$ cat config.mk
export PLATFORM = sky130hd
export DESIGN_NAME = mfrf_ctrl
export DESIGN_NICKNAME = d
export VERILOG_FILES = /design/src/hw/rtl/multichannel_frame_ring_fifo_macros.svh /design/src/hw/rtl/mfrf_pkg.sv /design/src/hw/rtl/mfrf_ctrl.sv
export SDC_FILE = /design/constraint.sdc
export NUM_CORES = 1
export LEC_CHECK = 0
export ABC_CLOCK_PERIOD_IN_PS = 1820
export BUFFER_PORTS_ARGS = -buffer_cell sky130_fd_sc_hd__buf_2
export CAP_MARGIN = 25
export CORE_AREA = 2 2 39 41
export CTS_CLUSTER_DIAMETER = 120
export DETAILED_ROUTE_END_ITERATION = 12
export DIE_AREA = 0 0 41 43
export PLACE_DENSITY = 0.45
export SLEW_MARGIN = 20
export SYNTH_ARGS = -nofsm -noshare
export SYNTH_HDL_FRONTEND = slang
export SYNTH_SLANG_ARGS = --single-unit
$ cat constraint.sdc
create_clock -name clk -period 1.82 [get_ports clk]
set_input_delay 0.273 -clock clk [delete_from_list [all_inputs] [get_ports clk]]
set_output_delay 0.273 -clock clk [all_outputs]
set_load 0.005 [all_outputs]
$ cat src/hw/rtl/multichannel_frame_ring_fifo_macros.svh
// ----------------------------------------------------------------------------
// Frame ring FIFO assertion macros
// Concurrent checks clocked on clk and disabled during rst.
// ----------------------------------------------------------------------------
`ifndef MULTICHANNEL_FRAME_RING_FIFO_MACROS_SVH
`define MULTICHANNEL_FRAME_RING_FIFO_MACROS_SVH

// Same-cycle implication.
`define MFRF_ASSERT_SAME(label, ante, cons, msg) \
  label: assert property (@(posedge clk) disable iff (rst) (ante) |-> (cons)) \
    else $error(msg);

// Next-cycle implication.
`define MFRF_ASSERT_NEXT(label, ante, cons, msg) \
  label: assert property (@(posedge clk) disable iff (rst) (ante) |=> (cons)) \
    else $error(msg);

`endif

$ cat src/hw/rtl/mfrf_pkg.sv
// ----------------------------------------------------------------------------
// mfrf_pkg
// Shared codes and controller/datapath interface types of the frame FIFO.
// ----------------------------------------------------------------------------
package mfrf_pkg;

  // Request codes; any other code is a status query.
  localparam logic [1:0] FUNC_WRITE = 2'd0;
  localparam logic [1:0] FUNC_READ  = 2'd1;

  // Result kinds.
  localparam logic [1:0] KIND_WRITE_ACK   = 2'd0;
  localparam logic [1:0] KIND_READ_SAMPLE = 2'd1;
  localparam logic [1:0] KIND_READ_EMPTY  = 2'd2;
  localparam logic [1:0] KIND_STATUS      = 2'd3;

  // Commands from the controller.
  typedef struct packed {
    logic wr_item;      // write sample beat taken
    logic rd_start;     // read request with frames to return
    logic rd_empty;     // read request with nothing to return
    logic stat_item;    // status query taken
    logic mem_rd;       // fetch next read sample from the store
    logic load_sample;  // move fetched sample into the output register
  } mfrf_cmd_t;

  // Status to the controller.
  typedef struct packed {
    logic out_free;     // output register can take a beat this cycle
    logic rd_zero;      // current read request returns no frame
    logic rd_last;      // fetched sample is the final one of the read
  } mfrf_stat_t;

endpackage

$ cat src/hw/rtl/mfrf_ctrl.sv
// ----------------------------------------------------------------------------
// mfrf_ctrl
// Sequencer: takes request beats and steps reads one sample at a time.
// ----------------------------------------------------------------------------
module mfrf_ctrl (
  input  logic                   clk,
  input  logic                   rst,
  input  logic                   in_valid,
  output logic                   in_ready,
  input  logic [1:0]             func,
  input  mfrf_pkg::mfrf_stat_t   stat,
  output mfrf_pkg::mfrf_cmd_t    cmd
);
  import mfrf_pkg::*;

  typedef enum logic [2:0] {
    ST_IDLE    = 3'b001,
    ST_RD_ADDR = 3'b010,
    ST_RD_DATA = 3'b100
  } state_t;

  state_t state;
  state_t state_next;
  logic   take;

  assign in_ready = !rst && (state == ST_IDLE) && stat.out_free;
  assign take     = in_valid && in_ready;

  always_comb begin
    state_next = state;
    cmd        = '0;
    case (state)
      ST_IDLE: begin
        if (take) begin
          case (func)
            FUNC_WRITE: begin
              cmd.wr_item = 1'b1;
            end
            FUNC_READ: begin
              if (stat.rd_zero) begin
                cmd.rd_empty = 1'b1;
              end else begin
                cmd.rd_start = 1'b1;
                state_next   = ST_RD_ADDR;
              end
            end
            default: begin
              cmd.stat_item = 1'b1;
            end
          endcase
        end
      end
      ST_RD_ADDR: begin
        cmd.mem_rd = 1'b1;
        state_next = ST_RD_DATA;
      end
      ST_RD_DATA: begin
        if (stat.out_free) begin
          cmd.load_sample = 1'b1;
          state_next      = stat.rd_last ? ST_IDLE : ST_RD_ADDR;
        end
      end
      default: begin
        state_next = ST_IDLE;
      end
    endcase
  end

  always_ff @(posedge clk) begin
    if (rst) begin
      state <= ST_IDLE;
    end else begin
      state <= state_next;
    end
  end

endmodule

Yosys cells after proc, flatten, opt, wreduce, memory -nomap -nowiden
Cells that the tools add are included.

Register bits: 3. Input bits: 8. Output and inout bits: 7. Word-level logic and storage cells: 32.

Eq/ne operators: 8. Muxes and demuxes: 16. Reduce and logical (&&, ||, !) cells: 7.

Operators by type and width (number): 2-to-1 mux 3 bit (4); one-hot mux 3 bit (3 select lines) (1); 2-to-1 mux 4 bit (2); 2-to-1 mux 1 bit (7); != test 2 bit (second input constant) (3); 2-to-1 mux 2 bit (2); AND reduction 4 bit (1); equality test 3 x 1 -> 1 bit (second input constant) (1); equality test 3 x 2 -> 1 bit (second input constant) (1); equality test 3 bit (second input constant) (1); logical AND 1 bit (3); equality test 2 x 1 -> 1 bit (second input constant) (1); zero test 2 bit (1); != test 2 x 1 -> 1 bit (second input constant) (1); OR reduction 2 bit (1); zero test 1 bit (1).

Logic depth before layout (Yosys ltp)
Gate-level depths: netlist of the first run.

Depth after elaboration: 6. Gate-level depth with buffers: 4. Mapped depth without buffers: 3.

Least setup slack after synthesis of the first run
OpenSTA, ideal clock, no wires.

Kind: register to output. From: reg state[1]. To: out cmd[2] in the netlist's numbering. Data arrival time: 0.891 ns. Data required time: 1.547 ns. Path slack: 0.656 ns. Stages on the path, launching flop included: 4. Path buffers: 0. Cells stage by stage: dfxtp_1 -> nor2_1 -> and4b_1 -> and3_1.

RTL lines: start, declared (RTL line mfrf_ctrl.sv:22) `state_t state;`; start signal, assigned (RTL line mfrf_ctrl.sv:73) `state <= state_next;`; end, declared (RTL line mfrf_ctrl.sv:12) `output mfrf_pkg::mfrf_cmd_t cmd`.

==> results of run 1 <==
-- per-layer routing --
layer / up-vias / global-route usage [%] / wire (µm)
li1: 142 / - / -
met1: 115 / 6.11 / 217
met2: 8 / 12.5 / 323
met3: 0 / 3.14 / 48
met4: 0 / 8.00 / 0
met5: - / 0 / 0
-- worst paths after layout --
kind	endpoint	slack [ns]	cells past startpoint
min reg2reg	state[1]	0.59	1
max	cmd[2]	0.26	4
min	state[2]	0.32	2
max reg2reg	state[0]	0.72	3
-- cells by family after synthesis --
logic type,Yosys count,synth area share [%]
AND/OR/NAND/NOR,20,56.4
buffers and inverters,3,7.42
flip-flops,3,23.8
AO/OA/AOI/OAI,4,12.4
-- placed cells by master, fill, tap and decap left out, types with 2 or more instances in the layout --
cell	count
sky130_fd_sc_hd__buf_2	14
sky130_fd_sc_hd__nor2_1	5
sky130_fd_sc_hd__clkbuf_4	3
sky130_fd_sc_hd__dfxtp_1	3
sky130_fd_sc_hd__nand2b_1	2
sky130_fd_sc_hd__and4b_1	2
sky130_fd_sc_hd__nand2_1	2
sky130_fd_sc_hd__and3_1	2
sky130_fd_sc_hd__nor3b_1	2
-- power breakdown --
part           internal [W]  switching [W]  leakage, nW
sequential        0.0000664    0.000000507       0.0242
combinational     0.0000133      0.0000132        0.131
clock             0.0000820      0.0000326       0.0150
total              0.000162      0.0000463        0.171
-- critical path: cells and delay by family, from the launching register on --
family                 cells  cell delay [ns]
buffers and inverters      1             0.12
and+or+nand+nor            3             0.50
DFF                        1             0.44
-- area by class of cell --
cell class	count	area share, %
timing repair buffer	14	19.8
clock buffer	4	7.42
multi-input combinational	24	49.1
tap	16	5.65
inverter	1	1.06
sequential	3	17.0
-- stage by stage --
stage	power, W	setup WS, ns	std cells	instance area [µm²]	hold slack [ns]
after global routing	0.000226	0.159	62	354	0.316
final	0.000208	0.256	62	354	0.322
after CTS	0.000218	0.251	62	354	0.309
after detailed placement	0.0000945	0.502	58	328	0.558
after floorplan	0.0000785	0.656	30	253	0.346
after global placement	0.0000948	0.523	58	328	0.565
==> impl_metrics.csv, run 1 <==
group,metric,value,unit
final_layout,num-fill-cells,171,
yosys,synth-seq-area-share,23.8,%
place,place_congestion,0.641,
timing,timing.setup.tns,0,ns
timing,final_clock_skew,0.00101,ns
global_route,grt_start_max_net_pins,10,
timing,relSlewSlack,83.4,%
route,wl_per_cell,9.50,µm
global_route,first_global_vias,249,
timing,rsz_0062_raised_after_global_routing,"false",
clock_network,clk_pin_slew_worst_paths,0.04,ns
route,drt_first_pass_iters,1,
hold_path,worst_min_path_start,"rst",
yosys,synth.top_cells.by_area,"sky130_fd_sc_hd__dfxtp_1 (24%), sky130_fd_sc_hd__nor4b_4 (9.4%), sky130_fd_sc_hd__and4b_1 (7.9%), sky130_fd_sc_hd__nor2_1 (7.4%), sky130_fd_sc_hd__buf_4 (5.9%)",
clock_network,cts.hold.buffers_added,0,
clock_network,cts_root_buffer,"sky130_fd_sc_hd__clkbuf_4",
die,design.portCount,15,
yosys,yosys_warnings,0,
timing,period_needed,1.56,ns
yosys,synthDominantAreaCellType,"sky130_fd_sc_hd__dfxtp_1",
worst_setup_path,worst_setup_path_end_kind,"output port",
route,drt-initial-drc-count,0,
route,via_per_inst,4.27,
yosys,syn-cell-area,253,µm²
route,drt_wl_total,589,µm
final_layout,diodes,0,
clock_network,ctsResizeCount,0,
power,pwr_density_cell,587,nW/µm²
global_route,grt_first_pass_wirelength,855,µm
route,postRouteAntennaNets,0,
worst_setup_path,worstReg2RegStart,"state[1]",
global_route,grt_util_all_layers,7.73,%
clock_network,clock_latency_reported_for_the_late_side_of_the_worst_skew_pair,0.23,ns
clock_network,ctsLongestPathBuffers,2,
final_layout,largest_register_ffs,3,
yosys,synth_nets,38,
run,drv.max_cap_violation_count,0,
yosys,synthCells,30,
timing,finalSetupViolations,0,
route,remaining_drc_errors,0,
die,initial_utilization,18.3,%
die,placeableCoreArea,1380,µm²
yosys,synth.most_common_cell,"sky130_fd_sc_hd__nor2_1",
die,placementRows,14,
yosys,synthDominantCellAreaShare,23.8,%
timing,fmax,639,MHz
die,floorplan.die_area,1760,µm²
final_layout,multi_input_area,174,µm²
worst_setup_path,arrival,1.29,ns
final_layout,seqCellArea,60.1,µm²
timing,finalCritPeriodShare,85.9,%
final_layout,synthToLayoutAreaGrowth,40.1,%
outcome,status,"complete, no violations",
worst_setup_path,criticalPathCategory,"flop to output port",
yosys,syn_avg_cell_area,8.42,µm²
final_layout,finish.utilization,25.6,%
worst_setup_path,cp_max_fo,6,
timing,timing_max_transition_violations_final,0,
worst_setup_path,cp.required,1.55,ns
final_layout,biggestRegsByFlops,"state (3)",
power,cellLeakagePower,0.171,nW
clock_network,cts_sinks,3,
global_route,globalRouteOverflowTotal,0,
worst_setup_path,ordered_cell_list_for_the_critical_path,"nor2_1 -> and4b_1 -> and3_1 -> buf_2",
die,floorplan.die.width,41,µm
final_layout,layout.nets,55,
route,vias,265,
clock_network,cts_made_buffers,3,
die,dieHeight,43,µm
yosys,netlist-cell-type-count,18,
yosys,dominantRegCellSynth,"sky130_fd_sc_hd__dfxtp_1",
place,count_of_input_and_output_buffers,14,
timing,hold_viol,0,
worst_setup_path,worst_path_largest_cell_delay,0.44,ns
global_route,grt_antenna_before_repair,0,
place,place.detailed.hpwl,472,µm
clock_network,tritoncts,"yes",
yosys,count_of_flip_flops_with_a_built_in_enable_after_synthesis,0,
worst_setup_path,startpoint,"state[1]",
final_layout,regMostFlops,"state",
timing,tightest_slew,0.249,ns
worst_setup_path,cpMaxStageDelayCell,"sky130_fd_sc_hd__dfxtp_1",
worst_setup_path,worstSetupStartpointType,"flop",
yosys,commonest_cells_in_the_netlist,"sky130_fd_sc_hd__nor2_1 (5), sky130_fd_sc_hd__dfxtp_1 (3)",
yosys,async_reset_ff_share,0,%
hold_path,hp-class,"primary input to flop",
final_layout,drive_gt1_share,43.5,%
yosys,ys_ff_latch,3,
power,ir_worst_vdd,0.209,mV
clock_network,htree_levels,1,
clock_network,post_cts.repair.setup_buffers,0,
Note: power is estimated with default switching activity, not from simulation.
==> run 2: changes to the inputs <==
- ABC_CLOCK_PERIOD_IN_PS: 1820 -> 1900
- REMOVE_ABC_BUFFERS: not set -> 1
- clock period: 1.82 -> 1.9 ns (I/O delays scaled with it)
==> run 2 against run 1 <==
Global-route usage grew 1.7 points. Worst setup slack improved by 0.058 ns. Wire length up 7.1%. First-iteration DRC count up 8. Sequential share of layout area did not move. Critical path depth is the same. Clock power hardly changed. Sequential cell count did not move. Hold slack got worse by 0.0022 ns. Critical endpoint unchanged.
==> impl_metrics.csv, run 2 (synthesis results as in run 1) <==
group,metric,value,unit
timing,tightest_slew,0.278,ns
worst_setup_path,startpoint,"state[1]",
route,via_per_inst,4.48,
place,place_congestion,0.587,
timing,timing.setup.tns,0,ns
die,floorplan.die.width,41,µm
clock_network,tritoncts,"yes",
clock_network,clk_pin_slew_worst_paths,0.04,ns
timing,timing_max_transition_violations_final,0,
worst_setup_path,cp_max_fo,6,
clock_network,cts_made_buffers,3,
global_route,grt_start_max_net_pins,10,
timing,fmax,631,MHz
clock_network,cts_root_buffer,"sky130_fd_sc_hd__clkbuf_4",
power,design_internal_power,0.000155,W
worst_setup_path,criticalPathCategory,"flop to output port",
die,dieHeight,43,µm
worst_setup_path,worst_setup_path_end_kind,"output port",
clock_network,ctsLongestPathBuffers,2,
global_route,grt_first_pass_wirelength,1040,µm
die,placeableCoreArea,1380,µm²
power,power.switching,0.0000466,W
die,floorplan.die_area,1760,µm²
place,place.detailed.hpwl,484,µm
final_layout,biggestRegsByFlops,"state (3)",
worst_setup_path,worstSetupStartpointType,"flop",
final_layout,drive_gt1_share,43.5,%
final_layout,regMostFlops,"state",
die,initial_utilization,18.3,%
final_layout,layout.cells.most_common_list,"sky130_fd_sc_hd__buf_2 (14), sky130_fd_sc_hd__nor2_1 (5), sky130_fd_sc_hd__clkbuf_4 (3), sky130_fd_sc_hd__dfxtp_1 (3)",
power,power.share.clock,55.6,%
clock_network,clock_latency_reported_for_the_late_side_of_the_worst_skew_pair,0.23,ns
route,wl_per_cell,10.2,µm
place,count_of_input_and_output_buffers,14,
global_route,grt_antenna_before_repair,0,
global_route,first_global_vias,272,
final_layout,largest_register_ffs,3,
power,cellLeakagePower,0.171,nW
timing,hold_viol,0,
final_layout,seqCellArea,60.1,µm²
clock_network,ctsResizeCount,0,
clock_network,htree_levels,1,
hold_path,hp-class,"primary input to flop",
timing,relSlewSlack,81.5,%
outcome,status,"complete, no violations",
route,vias,278,
final_layout,num-fill-cells,169,
die,design.portCount,15,
final_layout,mostFrequentLayoutCell,"sky130_fd_sc_hd__buf_2",
power,fraction_of_power_consumed_by_sequential_logic,31.8,%
clock_network,cts.hold.buffers_added,0,
route,drt_wl_total,631,µm
timing,whs,0.320,ns
die,placementRows,14,
timing,rsz_0062_raised_after_global_routing,"false",
power,pwr_density_cell,569,nW/µm²
timing,final_clock_skew,0.00357,ns
clock_network,cts_sinks,3,
final_layout,multi_input_area,174,µm²
final_layout,synthToLayoutAreaGrowth,40.1,%
power,combinationalPowerShare,12.6,%
run,drv.max_cap_violation_count,0,
route,postRouteAntennaNets,0,
clock_network,post_cts.repair.setup_buffers,0,
timing,finalCritPeriodShare,83.5,%
final_layout,layout.nets,55,
power,ir_worst_vdd,0.223,mV
final_layout,diodes,0,
hold_path,worst_min_path_start,"rst",
power,p_sw_share,23.1,%
timing,finalSetupViolations,0,
worst_setup_path,cp.required,1.62,ns
global_route,globalRouteOverflowTotal,0,
route,drt_first_pass_iters,3,
global_route,grt_util_all_layers,9.43,%
route,drt-initial-drc-count,8,
timing,period_needed,1.59,ns
worst_setup_path,arrival,1.30,ns
route,remaining_drc_errors,0,
worst_setup_path,worstReg2RegStart,"state[1]",
-- run 2: cell counts in the layout (fill, tap and decap cells not counted) --
Identical to the previous run, type by type.
-- run 2: critical path, cell delays in order (launching register included) --
cell and delay, ns:
sky130_fd_sc_hd__dfxtp_1 0.45, sky130_fd_sc_hd__nor2_1 0.10, sky130_fd_sc_hd__and4b_1 0.23, sky130_fd_sc_hd__and3_1 0.17, sky130_fd_sc_hd__buf_2 0.12
-- run 2: final cells by class --
cell class              instances  share of cell area [%]
flip-flops and latches          3                    17.0
clock buffers                   4                    7.42
repair buffers                 14                    19.8
well taps                      16                    5.65
inverters                       1                    1.06
multi-input cells              24                    49.1
-- run 2: power groups by stage --
stage	Combinational, W	Sequential, W	Clock (W)
after global placement	0.0000255	0.0000651	0
after floorplan	0.0000101	0.0000649	0
final	0.0000253	0.0000641	0.000112
after global routing	0.0000284	0.0000640	0.000128
after CTS	0.0000257	0.0000641	0.000120
after detailed placement	0.0000256	0.0000651	0
-- run 2: path summary, 6_finish.rpt --
kind / to / slack (ns) / cells past startpoint
worst max-delay path: cmd[2] / 0.31 / 4
worst min-delay path: state[2] / 0.32 / 2
worst max register to register: state[0] / 0.76 / 3
worst min register to register: state[1] / 0.61 / 1
-- run 2: metal layers --
| metal | share of wire, % | up-vias | wire (µm) | global-route usage [%] |
|---|---|---|---|---|
| met4 | 1.3 | 0 | 8 | 10.0 |
| met3 | 6.2 | 2 | 39 | 3.14 |
| met5 | 0 | - | 0 | 0 |
| li1 | - | 143 | - | - |
| met1 | 42 | 125 | 267 | 9.62 |
| met2 | 50 | 8 | 314 | 13.4 |
-- run 2: stage by stage --
stage,std cells,area [µm²],setup slack (ns),total power (W),util [%]
CTS,62,354,0.298,0.000210,25.6
detailed placement,58,328,0.558,0.0000906,23.7
floorplan,28,238,0.724,0.0000750,-
finish,62,354,0.314,0.000202,25.6
global route,62,354,0.190,0.000220,25.6
global placement,58,328,0.559,0.0000906,23.7
==> run 3: changes to the inputs <==
- ABC_CLOCK_PERIOD_IN_PS: 1900 -> 1400
- PLACE_DENSITY: 0.45 -> 0.47
- clock period: 1.9 -> 1.4 ns (I/O delays scaled with it)
==> run 3 against run 2 <==
Final area grew 5.7%. Global-route usage shrank 1.9 points. Combinational power is 38% higher. Sequential power rose by 33%. Count of clock-buffer cells in the layout unchanged. First-iteration DRC count fell by 63%. Critical path depth unchanged. Sequential cell count stayed put. Critical path type unchanged. Largest cell class unchanged. Largest power group unchanged. Highest routed layer is now met3.
==> impl_metrics.csv, run 3 (synthesis results as in run 1) <==
group,metric,value,unit
timing,timing_max_transition_violations_final,0,
route,drt_first_pass_iters,4,
final_layout,diodes,0,
route,remaining_drc_errors,0,
final_layout,num-fill-cells,167,
power,p_total,0.000266,W
global_route,globalRouteOverflowTotal,0,
route,drt-initial-drc-count,3,
timing,timing.setup.tns,0,ns
final_layout,layout.cells.most_common_list,"sky130_fd_sc_hd__buf_2 (14), sky130_fd_sc_hd__nor2_1 (5), sky130_fd_sc_hd__clkbuf_4 (3)",
final_layout,synthToLayoutAreaGrowth,48.0,%
place,count_of_input_and_output_buffers,14,
hold_path,whs_endpoint,"state[1]",
place,place.detailed.hpwl,507,µm
final_layout,mostFrequentLayoutCell,"sky130_fd_sc_hd__buf_2",
place,place_congestion,0.649,
route,via_per_inst,4.39,
global_route,grt_start_max_net_pins,8,
final_layout,seqCellArea,65.1,µm²
clock_network,cts.hold.buffers_added,0,
global_route,first_global_vias,250,
final_layout,layout.nets,57,
clock_network,cts_root_buffer,"sky130_fd_sc_hd__clkbuf_4",
timing,final_clock_skew,0.00247,ns
die,placeableCoreArea,1380,µm²
global_route,grt_first_pass_wirelength,869,µm
worst_setup_path,criticalPathCategory,"flop to output port",
power,pwr_density_cell,711,nW/µm²
clock_network,clock_latency_reported_for_the_late_side_of_the_worst_skew_pair,0.23,ns
worst_setup_path,cp_max_fo,3,
die,floorplan.die.width,41,µm
clock_network,cts_made_buffers,3,
global_route,grt_util_all_layers,7.52,%
final_layout,largest_register_ffs,3,
final_layout,stdcell_count,64,
route,vias,281,
die,placementRows,14,
clock_network,tritoncts,"yes",
die,dieHeight,43,µm
timing,rsz_0062_raised_after_global_routing,"true",
worst_setup_path,startpoint,"state[1]",
timing,hold_viol,0,
timing,fmax,724,MHz
clock_network,cts_sinks,3,
timing,finalSetupViolations,0,
final_layout,biggestRegsByFlops,"state (3)",
clock_network,ctsLongestPathBuffers,2,
die,initial_utilization,18.3,%
route,drt_wl_total,616,µm
final_layout,finish.utilization,27.0,%
timing,finalCritPeriodShare,98.6,%
worst_setup_path,worstSetupStartpointType,"flop",
clock_network,htree_levels,1,
worst_setup_path,worstReg2RegStart,"state[1]",
hold_path,worst_hold_path_stage_count,2,
final_layout,multi_input_area,174,µm²
worst_setup_path,setup.reg_to_reg.worst_slack,0.25,ns
hold_path,worst_min_path_start,"rst",
worst_setup_path,worstRegToRegCells,4,
final_layout,drive_gt1_share,50.0,%
place,placed_cells,59,
worst_setup_path,reg2reg_to,"state[0]",
timing,tightest_slew,0.216,ns
hold_path,hp-class,"primary input to flop",
die,design.portCount,15,
worst_setup_path,cp.required,1.19,ns
final_layout,regMostFlops,"state",
global_route,grt_antenna_before_repair,0,
die,floorplan.die_area,1760,µm²
worst_setup_path,arrival,1.17,ns
worst_setup_path,worst_setup_path_end_kind,"output port",
clock_network,clk_pin_slew_worst_paths,0.03,ns
power,ir_worst_vdd,0.297,mV
route,postRouteAntennaNets,0,
power,cellLeakagePower,0.181,nW
timing,relSlewSlack,85.5,%
route,wl_per_cell,9.63,µm
run,drv.max_cap_violation_count,0,
outcome,status,"complete, no violations",
timing,period_needed,1.38,ns
## run 3: timing repair
action,CTS,global route
setup endpoints to repair,4,4
gates resized for setup,2,1
setup buffers,1,0
gates cloned,0,0
pin swaps,3,1
## run 3: layer usage
layer	share of wire, %	GRT usage (%)	vias to the layer above
met1	38	6.09	124
li1	-	-	146
met2	53	12.8	11
met5	0	0	-
met4	0	8.00	0
met3	9.3	1.57	0
## run 3: power breakdown
group | switching, W | internal, W | total, W | leakage [nW]
combinational | 0.0000173 | 0.0000176 | 0.0000348 | 0.141
clock | 0.0000399 | 0.000106 | 0.000146 | 0.0150
sequential | 0.000000410 | 0.0000846 | 0.0000850 | 0.0245
## run 3: critical path, cell delays in order (launching register included)
cell and delay, ns:
sky130_fd_sc_hd__dfxtp_4 0.34, sky130_fd_sc_hd__nor2_1 0.12, sky130_fd_sc_hd__and4b_1 0.23, sky130_fd_sc_hd__and3_1 0.15, sky130_fd_sc_hd__buf_2 0.10
## run 3: area by class of cell
cell class | count | share of cell area, %
Clock buffer | 4 | 7.02
Inverter | 1 | 1.00
Multi-Input combinational cell | 24 | 46.5
Sequential cell | 3 | 17.4
Tap cell | 16 | 5.35
Timing Repair Buffer | 16 | 22.7
## run 3: how the worst max path moves through the flow
stage                         to  slack (ns)
final                     cmd[2]        0.02
after CTS                 cmd[3]      -0.008
after global placement    cmd[2]        0.18
after floorplan           cmd[2]        0.30
after global routing      cmd[4]       -0.05
after detailed placement  cmd[2]        0.17
## run 3: through the flow
step | setup WS, ns | cell area, µm² | hold slack [ns]
6_report | 0.0190 | 374 | 0.250
5_1_grt | -0.0471 | 374 | 0.257
4_1_cts | -0.00791 | 373 | 0.234
3_5_place_dp | 0.165 | 335 | 0.485
3_3_place_gp | 0.184 | 335 | 0.490
2_1_floorplan | 0.299 | 238 | 0.283
